`config.mk`:
```
export PLATFORM = sky130hd
export DESIGN_NAME = ragmt_front
export DESIGN_NICKNAME = d
export VERILOG_FILES = /design/src/ragmt_pkg.sv /design/src/ragmt_front.sv
export SDC_FILE = /design/constraint.sdc
export NUM_CORES = 1
export LEC_CHECK = 0
export BUFFER_PORTS_ARGS = -buffer_cell sky130_fd_sc_hd__buf_2
export CORE_MARGIN = 2
export CORE_UTILIZATION = 25
export CTS_CLUSTER_SIZE = 30
export DETAILED_ROUTE_END_ITERATION = 8
export PLACE_DENSITY = 0.46
export SETUP_SLACK_MARGIN = 0.1
export SYNTH_ARGS = -nofsm -noshare
export SYNTH_HDL_FRONTEND = slang
export SYNTH_SLANG_ARGS = --single-unit
```
`constraint.sdc`:
```
create_clock -name clock -period 3.5 [get_ports clock]
set_clock_uncertainty 0.1 [all_clocks]
set_input_delay 0.35 -clock clock [delete_from_list [all_inputs] [get_ports clock]]
set_output_delay 0.35 -clock clock [all_outputs]
set_load 0.02 [all_outputs]
```
`src/ragmt_pkg.sv`:
```
package ragmt_pkg;

   localparam int LEAVES     = 1024;
   localparam int LOG_LEAVES = $clog2(LEAVES);
   localparam int NODE_W     = LOG_LEAVES + 1;
   localparam int LVL_W      = $clog2(LOG_LEAVES + 1);
   localparam int POS_W      = 10;
   localparam int AMT_W      = 16;
   localparam int VAL_W      = 32;
   localparam int CMP_W      = (POS_W > LOG_LEAVES) ? POS_W : LOG_LEAVES;
   localparam int REQ_W      = 40;
   localparam int RSP_W      = 40;

   typedef struct packed {
      logic [POS_W-1:0] range_start;
      logic [POS_W-1:0] range_end;
      logic [VAL_W-1:0] amount;
      logic             active;
   } item_type;

   // signed overflow of a 32-bit two's complement add
   function automatic logic add_ovf(input logic [VAL_W-1:0] a, input logic [VAL_W-1:0] b);
      logic [VAL_W-1:0] s;
      s = a + b;
      return (a[VAL_W-1] == b[VAL_W-1]) && (s[VAL_W-1] != a[VAL_W-1]);
   endfunction

endpackage

```
`src/ragmt_front.sv`:
```
module ragmt_front (
   input  logic                       clock,
   input  logic                       reset,
   input  logic                       hold,
   input  logic                       req_tvalid,
   output logic                       req_tready,
   input  logic [ragmt_pkg::REQ_W-1:0] req_tdata,
   output logic                       q_valid,
   input  logic                       q_ready,
   output ragmt_pkg::item_type        q_item
);
   import ragmt_pkg::*;

   item_type   slot_ff [2];
   logic       wr_ptr_ff, wr_ptr_in;
   logic       rd_ptr_ff, rd_ptr_in;
   logic [1:0] cnt_ff, cnt_in;
   item_type   cls;
   logic       push, pop;

   // classify: a zero amount or an empty range touches no node
   always_comb begin
      cls.range_start = req_tdata[POS_W-1:0];
      cls.range_end   = req_tdata[2*POS_W-1:POS_W];
      cls.amount      = VAL_W'($signed(req_tdata[2*POS_W+AMT_W-1:2*POS_W]));
      cls.active      = (req_tdata[2*POS_W+AMT_W-1:2*POS_W] != '0) &&
                        (cls.range_start <= cls.range_end);
   end

   assign req_tready = (cnt_ff != 2'd2) && !hold;
   assign q_valid    = (cnt_ff != 2'd0);
   assign q_item     = slot_ff[rd_ptr_ff];
   assign push       = req_tvalid && req_tready;
   assign pop        = q_valid && q_ready;

   always_comb begin
      wr_ptr_in = push ? !wr_ptr_ff : wr_ptr_ff;
      rd_ptr_in = pop ? !rd_ptr_ff : rd_ptr_ff;
      cnt_in    = cnt_ff + 2'(push) - 2'(pop);
   end

   always_ff @(posedge clock) begin
      if (reset) begin
         wr_ptr_ff <= 1'b0;
         rd_ptr_ff <= 1'b0;
         cnt_ff    <= 2'd0;
      end else begin
         wr_ptr_ff <= wr_ptr_in;
         rd_ptr_ff <= rd_ptr_in;
         cnt_ff    <= cnt_in;
      end
      if (push) begin
         slot_ff[wr_ptr_ff] <= cls;
      end
   end

endmodule

```
==> impl_metrics.env, run 1 <==
export IMPL_viasPerCell=4.07
export IMPL_syn_inst=199
export IMPL_worstPathArrival_ns=2.06
export IMPL_drt_total_wl_um=6470
export IMPL_first_global_vias=1940
export IMPL_dr_pass1_iters=3
export IMPL_cp_start_kind="flip-flop"
export IMPL_clk_latency_ns=0.33
export IMPL_syn_nets=256
export IMPL_synth_simple_area_share_pct=3.13
export IMPL_drive_gt1_share_pct=51.9
export IMPL_cts_tree="yes"
export IMPL_fin_tns_setup_ns=0
export IMPL_post_dp_hpwl_um=4350
export IMPL_nets=345
export IMPL_power_total_uw=2750
export IMPL_post_cts_buffers=0
export IMPL_die_area_mm2=0.0142
export IMPL_core_area_mm2=0.0131
export IMPL_cp_required_ns=3.05
export IMPL_end_kind="primary output"
export IMPL_ys_warn_count=0
export IMPL_synthMuxAreaShare_pct=12.5
export IMPL_synthFlopType="edfxtp_1"
export IMPL_hold_path_class="primary input to flip-flop"
export IMPL_placedCellCount=453
export IMPL_post_route_min_period_ns=2.51
export IMPL_synth_adder_area_share_pct=4.52
export IMPL_met2_usage_pct=15.6
export IMPL_start_util_pct=25.4
export IMPL_area_delta_synth_final_pct=25.0
export IMPL_finalSetupViolCount=0
export IMPL_async_flop_share_pct=0
export IMPL_crit_chain="buf_4 > mux2_2 > buf_2"
export IMPL_synthXorXnorAreaFrac_pct=1.05
export IMPL_grt_usage_pct=9.72
export IMPL_fillerInstances=1332
export IMPL_die_h_um=119
export IMPL_hold_viol=0
export IMPL_grt_start_max_net_pins=38
export IMPL_critPathKind="flip-flop to primary output"
export IMPL_synth_compound_area_share_pct=2.75
export IMPL_antenna_found_initial=0
export IMPL_drv_slew=0
export IMPL_tightestPinTransition_ns=0.559
export IMPL_grtUsageMet3_pct=3.88
export IMPL_cts_sinks=79
export IMPL_cp_max_fo=20
export IMPL_fin_crit_sh_pct=71.6
export IMPL_postRouteAntennaNets=0
export IMPL_cts_hold_buf=0
export IMPL_synth_top_area_share_pct=66.9
export IMPL_cts_resized=0
export IMPL_avgRoutedWirePerCell_um=13.9
export IMPL_synth_area_per_cell_um2=16.7
export IMPL_max_freq_mhz=399
export IMPL_outcome="complete, no violations"
export IMPL_drc_errors=0
export IMPL_diodes=0
export IMPL_synth_edff_count=74
export IMPL_max_stage_delay_ns=0.67
export IMPL_synth_seq_cells=79
export IMPL_p_leak_uw=0.00160
export IMPL_vias=1899
export IMPL_use_met1_pct=11.7
export IMPL_cts_path_max_buffers=2
export IMPL_top_usage_layer="met2"
export IMPL_cts_reportedPaths_clkPinSlew_ns=0.05
export IMPL_final_instance_count_excl_fill=467
export IMPL_io_pin_count=100
export IMPL_synth_top_family_by_area="multiplexers"
export IMPL_synth_area_top_cells="edfxtp_1, mux2_2, ha_1"
export IMPL_dieWidth_um=119
export IMPL_routabilityCongestion=0.660
export IMPL_synthTopCellsByCount="edfxtp_1, mux2_2, buf_4, inv_1, ha_1"
export IMPL_maxSlewHeadroom_pct=62.8
export IMPL_synth_top_area_cell="edfxtp_1"
export IMPL_ys_seq_area_share_pct=69.9
export IMPL_cap_violations=0
export IMPL_synth_cell_area_mm2=0.00332
export IMPL_io_buffer_count=95
export IMPL_synth_cell_types=25
export IMPL_h_tree_depth=3
export IMPL_rows=42
export IMPL_grt_pass1_wl_um=10100
export IMPL_vdd_drop_max_uv=277
export IMPL_root_buffer="clkbuf_16"
export IMPL_rsz0062_at_grt="no"
export IMPL_synth_most_common_cell="edfxtp_1"
export IMPL_first_iter_violations=41
export IMPL_cts_buffers_inserted=9
export IMPL_slowest_stage="dfxtp_2"
export IMPL_overflow=0
export IMPL_powerDensity_mw_per_mm2=661
-- report_power, final --
group,switching (µW),internal (µW)
sequential,57.3,1120
clock,325,465
combinational,458,317
total,840,1910
-- logic make-up after synthesis --
logic type	after synthesis
adder cells (fa/ha/maj)	12
multiplexers	37
AND/OR/NAND/NOR	20
XOR/XNOR	4
flip-flops	79
AO/OA/AOI/OAI	12
buffers and inverters	35
-- state kept, by name (all words and copies together) (netlist names), named ones only --
signal     cells
slot_ff       74
cnt_ff         2
rd_ptr_ff      1
wr_ptr_ff      1
-- layer usage --
metal / wire, µm / share of wire (%) / vias up
met5: 0 / 0 / -
met4: 98 / 1.5 / 0
met3: 410 / 6.3 / 8
met2: 3090 / 48 / 66
met1: 2870 / 44 / 926
li1: - / - / 899
-- path summary, 6_finish.rpt --
| check | slack (ns) | cells past startpoint | end | from |
|---|---|---|---|---|
| min | 0.12 | 1 | slot_ff[0][42] | req_tdata[19] |
| max reg2reg | 1.71 | 8 | cnt_ff[1] | cnt_ff[0] |
| min reg2reg | 0.42 | 2 | flip-flop | rd_ptr_ff |
| max | 0.99 | 3 | q_item[31] | flip-flop |
-- worst max-delay path: cells and delay by family (launching register included) --
family                 cells  cell delay [ns]
buffers and inverters      2             0.57
muxes                      1             0.47
DFF                        1             0.67
-- layout by cell type (no fill, tap or decap) --
cell and count:
o211ai_2 1, a21o_1 1, nor2_1 4, nor2b_1 1, clkbuf_16 9, nor3_2 1, buf_2 95, nand4_1 2
a21oi_1 2, xnor2_1 4, and2_1 1, mux2_2 37, ha_1 12, o21a_1 3, inv_1 15, or2_1 1
dfxtp_2 1, dfxtp_1 4, edfxtp_1 74, a32o_1 1, clkbuf_1 2, nor4_1 4, nor2_4 2, o21ai_0 1
buf_4 3, nand2_1 4, clkinv_1 2, a21oi_2 1, o21ai_1 1, clkinv_2 1, a2111oi_1 1
-- final cells by class --
class	count	area (µm²)	area share (%)
Inverter	15	56.3	1.36
Tap cell	176	220	5.30
Timing Repair Buffer	98	498	12.0
Sequential cell	79	2320	55.9
Multi-Input combinational cell	85	812	19.5
Clock inverter	3	12.5	0.301
Clock buffer	11	233	5.60
-- per-stage QoR --
step	hold slack [ns]	util [%]	setup WS [ns]	instance area [µm²]
2_1_floorplan	0.322	-	0.843	3320
3_3_place_gp	0.395	29.9	1.27	3910
3_5_place_dp	0.414	29.9	1.27	3910
4_1_cts	0.107	31.8	0.888	4160
5_1_grt	0.106	31.8	0.816	4160
6_report	0.122	31.8	0.995	4160
(Power assumes the default switching activity.)
==> inputs of run 2 (changes only) <==
==> constraint.sdc (replaced) <==
create_clock -name clock -period 2.6 [get_ports clock]
set_clock_uncertainty 0.1 [all_clocks]
set_input_delay 0.26 -clock clock [delete_from_list [all_inputs] [get_ports clock]]
set_output_delay 0.26 -clock clock [all_outputs]
set_load 0.02 [all_outputs]
==> run 2 against run 1 <==
  * Power increased by 38%
  * Final area increased by 1.1%
  * Utilization increased by 0.36 points
  * Sequential power increased by 34%
  * Die area unchanged
  * Non-clock buffer count increased by 2
  * Critical endpoint is now q_item[45]
==> impl_metrics.env, run 2 (synthesis gave the netlist of run 1 again) <==
export IMPL_crit_chain="buf_4 > mux2_2 > buf_2"
export IMPL_critPathKind="flip-flop to primary output"
export IMPL_io_pin_count=100
export IMPL_p_leak_uw=0.00162
export IMPL_end_kind="primary output"
export IMPL_cp_start_kind="flip-flop"
export IMPL_post_cts_buffers=0
export IMPL_dieWidth_um=119
export IMPL_cap_violations=0
export IMPL_viasPerCell=3.96
export IMPL_regMostFlops="slot_ff"
export IMPL_die_h_um=119
export IMPL_slowest_stage="dfxtp_2"
export IMPL_die_area_mm2=0.0142
export IMPL_final_core_util_pct=32.1
export IMPL_first_global_vias=1835
export IMPL_avgRoutedWirePerCell_um=13.6
export IMPL_dr_max_layer_used="met4"
export IMPL_routed_wl_met2_um=2990
export IMPL_antenna_found_initial=0
export IMPL_path_delay_family="flip-flops"
export IMPL_cts_path_max_buffers=2
export IMPL_worstPathArrival_ns=1.70
export IMPL_cts_tree="yes"
export IMPL_area_delta_synth_final_pct=26.5
export IMPL_cts_resized=0
export IMPL_rsz0062_at_grt="no"
export IMPL_post_dp_hpwl_um=4400
export IMPL_hold_ws_ns=0.0260
export IMPL_cp_required_ns=2.24
export IMPL_finalSetupViolCount=0
export IMPL_routabilityCongestion=0.641
export IMPL_nets=347
export IMPL_tightestPinTransition_ns=0.551
export IMPL_powerDensity_mw_per_mm2=900
export IMPL_vdd_drop_max_uv=358
export IMPL_fin_crit_sh_pct=79.4
export IMPL_hold_depth=1
export IMPL_vias=1867
export IMPL_maxSlewHeadroom_pct=63.3
export IMPL_io_buffer_count=95
export IMPL_drv_slew=0
export IMPL_h_tree_depth=3
export IMPL_drive_gt1_share_pct=53.9
export IMPL_root_buffer="clkbuf_16"
export IMPL_grt_pass1_wl_um=9980
export IMPL_clk_latency_ns=0.33
export IMPL_wl_met3_um=393
export IMPL_core_area_mm2=0.0131
export IMPL_grt_start_max_net_pins=38
export IMPL_fillerInstances=1329
export IMPL_cts_hold_buf=0
export IMPL_largest_reg_flops=74
export IMPL_hold_viol=0
export IMPL_final_cell_mix="buf_2, edfxtp_1, mux2_2, inv_1, ha_1"
export IMPL_dr_pass1_iters=4
export IMPL_overflow=0
export IMPL_critical_path_buf_inv_count=2
export IMPL_final_common_cell="buf_2"
export IMPL_cts_reportedPaths_clkPinSlew_ns=0.06
export IMPL_post_route_min_period_ns=2.06
export IMPL_reg2reg_depth=8
export IMPL_first_iter_violations=71
export IMPL_cp_depth=3
export IMPL_diodes=0
export IMPL_outcome="complete, no violations"
export IMPL_drt_total_wl_um=6390
export IMPL_drc_errors=0
export IMPL_rows=42
export IMPL_postRouteAntennaNets=0
export IMPL_cts_buffers_inserted=9
export IMPL_wl_met1_um=2900
export IMPL_cts_sinks=79
export IMPL_reg_largest_list="slot_ff x74, cnt_ff x2"
export IMPL_start_util_pct=25.4
export IMPL_grt_usage_pct=9.67
export IMPL_max_stage_delay_ns=0.59
export IMPL_max_freq_mhz=485
export IMPL_cp_max_fo=15
export IMPL_hold_path_class="primary input to flip-flop"
==> run 2: cell type report <==
class | instances | area, µm² | area share [%]
Inverter | 15 | 56.3 | 1.34
Sequential cell | 79 | 2320 | 55.3
Timing Repair Buffer | 100 | 526 | 12.5
Multi-Input combinational cell | 85 | 812 | 19.3
Clock inverter | 7 | 40.0 | 0.953
Tap cell | 176 | 220 | 5.24
Clock buffer | 9 | 225 | 5.36
==> run 2: power breakdown <==
| part | total, µW | leakage (µW) | switching [µW] | internal [µW] |
|---|---|---|---|---|
| combinational | 1080 | 0.000772 | 633 | 451 |
| clock | 1120 | 0.000131 | 484 | 636 |
| sequential | 1580 | 0.000719 | 66.6 | 1510 |
| total | 3780 | 0.00162 | 1180 | 2600 |
==> run 2: worst reg2reg max path, cell delays in order, from the launching register on <==
cell and delay [ns]:
dfxtp_1 0.33, inv_1 0.08, o211ai_2 0.38, ha_1 0.30, inv_1 0.05, ha_1 0.14
xnor2_1 0.13, xnor2_1 0.14, nor2_1 0.05
==> run 2: per-stage QoR <==
step	area (µm²)	instances	setup slack, ns	total power [µW]	TNS [ns]
after global routing	4200	471	0.415	3980	0
after floorplan	3320	199	-0.0366	2430	-2.71
after CTS	4200	471	0.448	3870	0
after detailed placement	3940	455	0.789	2720	0
after global placement	3940	455	0.795	2720	0
final	4200	471	0.537	3780	0
==> run 2: worst paths after layout <==
check,startpoint,to,slack [ns]
setup / recovery,flip-flop,q_item[45],0.54
hold / removal,req_tdata[19],slot_ff[1][42],0.03
setup reg to reg,cnt_ff[1],cnt_ff[1],0.79
hold reg to reg,rd_ptr_ff,rd_ptr_ff,0.42
==> run 2: per-layer routing <==
layer | vias to the layer above | GRT usage (%)
li1 | 909 | -
met1 | 881 | 11.9
met2 | 67 | 15.0
met3 | 10 | 3.88
met4 | 0 | 4.19
met5 | - | 0
==> inputs of run 3 (changes only) <==
--- a/config.mk
+++ b/config.mk
@@ -10,7 +10,7 @@
 export CORE_UTILIZATION = 25
 export CTS_CLUSTER_SIZE = 30
 export DETAILED_ROUTE_END_ITERATION = 8
-export PLACE_DENSITY = 0.46
+export PLACE_DENSITY = 0.47
 export SETUP_SLACK_MARGIN = 0.1
 export SYNTH_ARGS = -nofsm -noshare
 export SYNTH_HDL_FRONTEND = slang
==> constraint.sdc (replaced) <==
create_clock -name clock -period 1.75 [get_ports clock]
set_clock_uncertainty 0.1 [all_clocks]
set_input_delay 0.175 -clock clock [delete_from_list [all_inputs] [get_ports clock]]
set_output_delay 0.175 -clock clock [all_outputs]
set_load 0.02 [all_outputs]
==> run 3 against run 2 <==
  * Power increased by 65%
  * Combinational power increased by 110%
  * Via count up 13%
  * Sequential power grew 46%
  * Clock-buffer cell count rose by 6
  * Critical path type unchanged
  * First-iteration DRC count rose by 11%
  * Global-route usage grew 1.4 points
  * Clock power up 53%
==> impl_metrics.env, run 3 (synthesis gave the netlist of run 1 again) <==
export IMPL_root_buffer="clkbuf_16"
export IMPL_maxSlewHeadroom_pct=69.0
export IMPL_diodes=0
export IMPL_cp_start_kind="flip-flop"
export IMPL_r2r_slack_ns=0.09
export IMPL_nets=390
export IMPL_drive_gt1_share_pct=49.7
export IMPL_routabilityCongestion=0.641
export IMPL_die_h_um=119
export IMPL_end_kind="primary output"
export IMPL_hold_path_class="primary input to flip-flop"
export IMPL_start_util_pct=25.4
export IMPL_placedCellCount=460
export IMPL_final_cell_mix="edfxtp_1, buf_2, dlygate4sd3_1, mux2_4, buf_6"
export IMPL_core_area_mm2=0.0131
export IMPL_cts_path_max_buffers=2
export IMPL_area_delta_synth_final_pct=50.0
export IMPL_powerDensity_mw_per_mm2=1260
export IMPL_rows=42
export IMPL_vdd_drop_max_uv=453
export IMPL_tightestPinTransition_ns=0.461
export IMPL_hold_viol=0
export IMPL_cts_tree="yes"
export IMPL_outcome="complete, no violations"
export IMPL_r2r_start="cnt_ff[1]"
export IMPL_grt_usage_pct=11.1
export IMPL_viasPerCell=4.10
export IMPL_avgRoutedWirePerCell_um=14.1
export IMPL_drt_total_wl_um=7270
export IMPL_cts_reportedPaths_clkPinSlew_ns=0.05
export IMPL_hold_ws_ns=0.248
export IMPL_worstHoldStart="q_ready"
export IMPL_reg_largest_list="slot_ff x74, cnt_ff x2"
export IMPL_overflow=0
export IMPL_antenna_found_initial=0
export IMPL_post_route_min_period_ns=1.69
export IMPL_finalSetupViolCount=0
export IMPL_final_instance_count_excl_fill=514
export IMPL_cts_buffers_inserted=9
export IMPL_fin_crit_sh_pct=96.4
export IMPL_die_area_mm2=0.0142
export IMPL_post_dp_hpwl_um=4640
export IMPL_cp_max_fo=20
export IMPL_h_tree_depth=3
export IMPL_drc_errors=0
export IMPL_grt_pass1_wl_um=11800
export IMPL_post_cts_buffers=0
export IMPL_dieWidth_um=119
export IMPL_cp_required_ns=1.47
export IMPL_cap_violations=0
export IMPL_grt_start_max_net_pins=21
export IMPL_regMostFlops="slot_ff"
export IMPL_p_leak_uw=0.00196
export IMPL_dr_pass1_iters=4
export IMPL_max_freq_mhz=593
export IMPL_fillerInstances=1243
export IMPL_clk_latency_ns=0.33
export IMPL_critPathKind="flip-flop to primary output"
export IMPL_vias=2108
export IMPL_worstPathArrival_ns=1.41
export IMPL_first_iter_violations=79
export IMPL_cts_sinks=79
export IMPL_largest_reg_flops=74
export IMPL_io_pin_count=100
export IMPL_drv_slew=0
export IMPL_io_buffer_count=95
export IMPL_first_global_vias=2238
export IMPL_postRouteAntennaNets=0
export IMPL_rsz0062_at_grt="yes"
export IMPL_final_common_cell="edfxtp_1"
==> run 3: worst paths after layout <==
kind / to / depth (start not counted)
max: q_item[40] / 3
min: rd_ptr_ff / 5
max reg2reg: cnt_ff[1] / 8
min reg2reg: rd_ptr_ff / 2
==> run 3: routing by layer <==
metal	wire, µm	part of all wire (%)	track usage, %	vias up
li1	-	-	-	998
met1	3160	43	13.3	1035
met2	3580	49	18.1	64
met3	354	4.9	2.92	11
met4	177	2.4	5.96	0
met5	0	0	0	-
==> run 3: metrics by stage <==
stage	total power [µW]	worst slack, ns	utilization [%]	setup TNS [ns]	area, µm²
finish	6260	0.0623	38.1	0	4990
global placement	4120	0.0309	30.9	0	4040
CTS	6350	0.0152	37.9	0	4960
global route	6570	0.00397	38.1	0	4990
detailed placement	4120	-0.0180	30.9	-0.0180	4040
floorplan	3600	-0.286	-	-21.25	3330
==> run 3: final cells by class <==
type / instances / area, µm² / share of cell area, %
Clock buffer: 15 / 268 / 5.37
Clock inverter: 1 / 3.75 / 0.0753
Inverter: 15 / 56.3 / 1.13
Multi-Input combinational cell: 86 / 952 / 19.1
Sequential cell: 79 / 2330 / 46.7
Tap cell: 176 / 220 / 4.42
Timing Repair Buffer: 142 / 1160 / 23.2
==> run 3: timing repair <==
action / 4_1_cts / 5_1_grt
hold endpoints to repair: 77 / 0
setup endpoints to repair: 54 / 56
hold buffers: 37 / 0
gates cloned: 0 / 1
gates resized for setup: 84 / 3
pin swaps: 6 / 6
==> run 3: report_power, final <==
part	internal, µW	switching [µW]	total, µW
Sequential	2250	54.1	2310
Clock	1040	678	1710
Combinational	1120	1120	2240
==> run 3: worst max-delay path: stages (launching register included) <==
cell	delay, ns
dfxtp_4	0.37
buf_12	0.21
mux2_4	0.33
buf_2	0.16
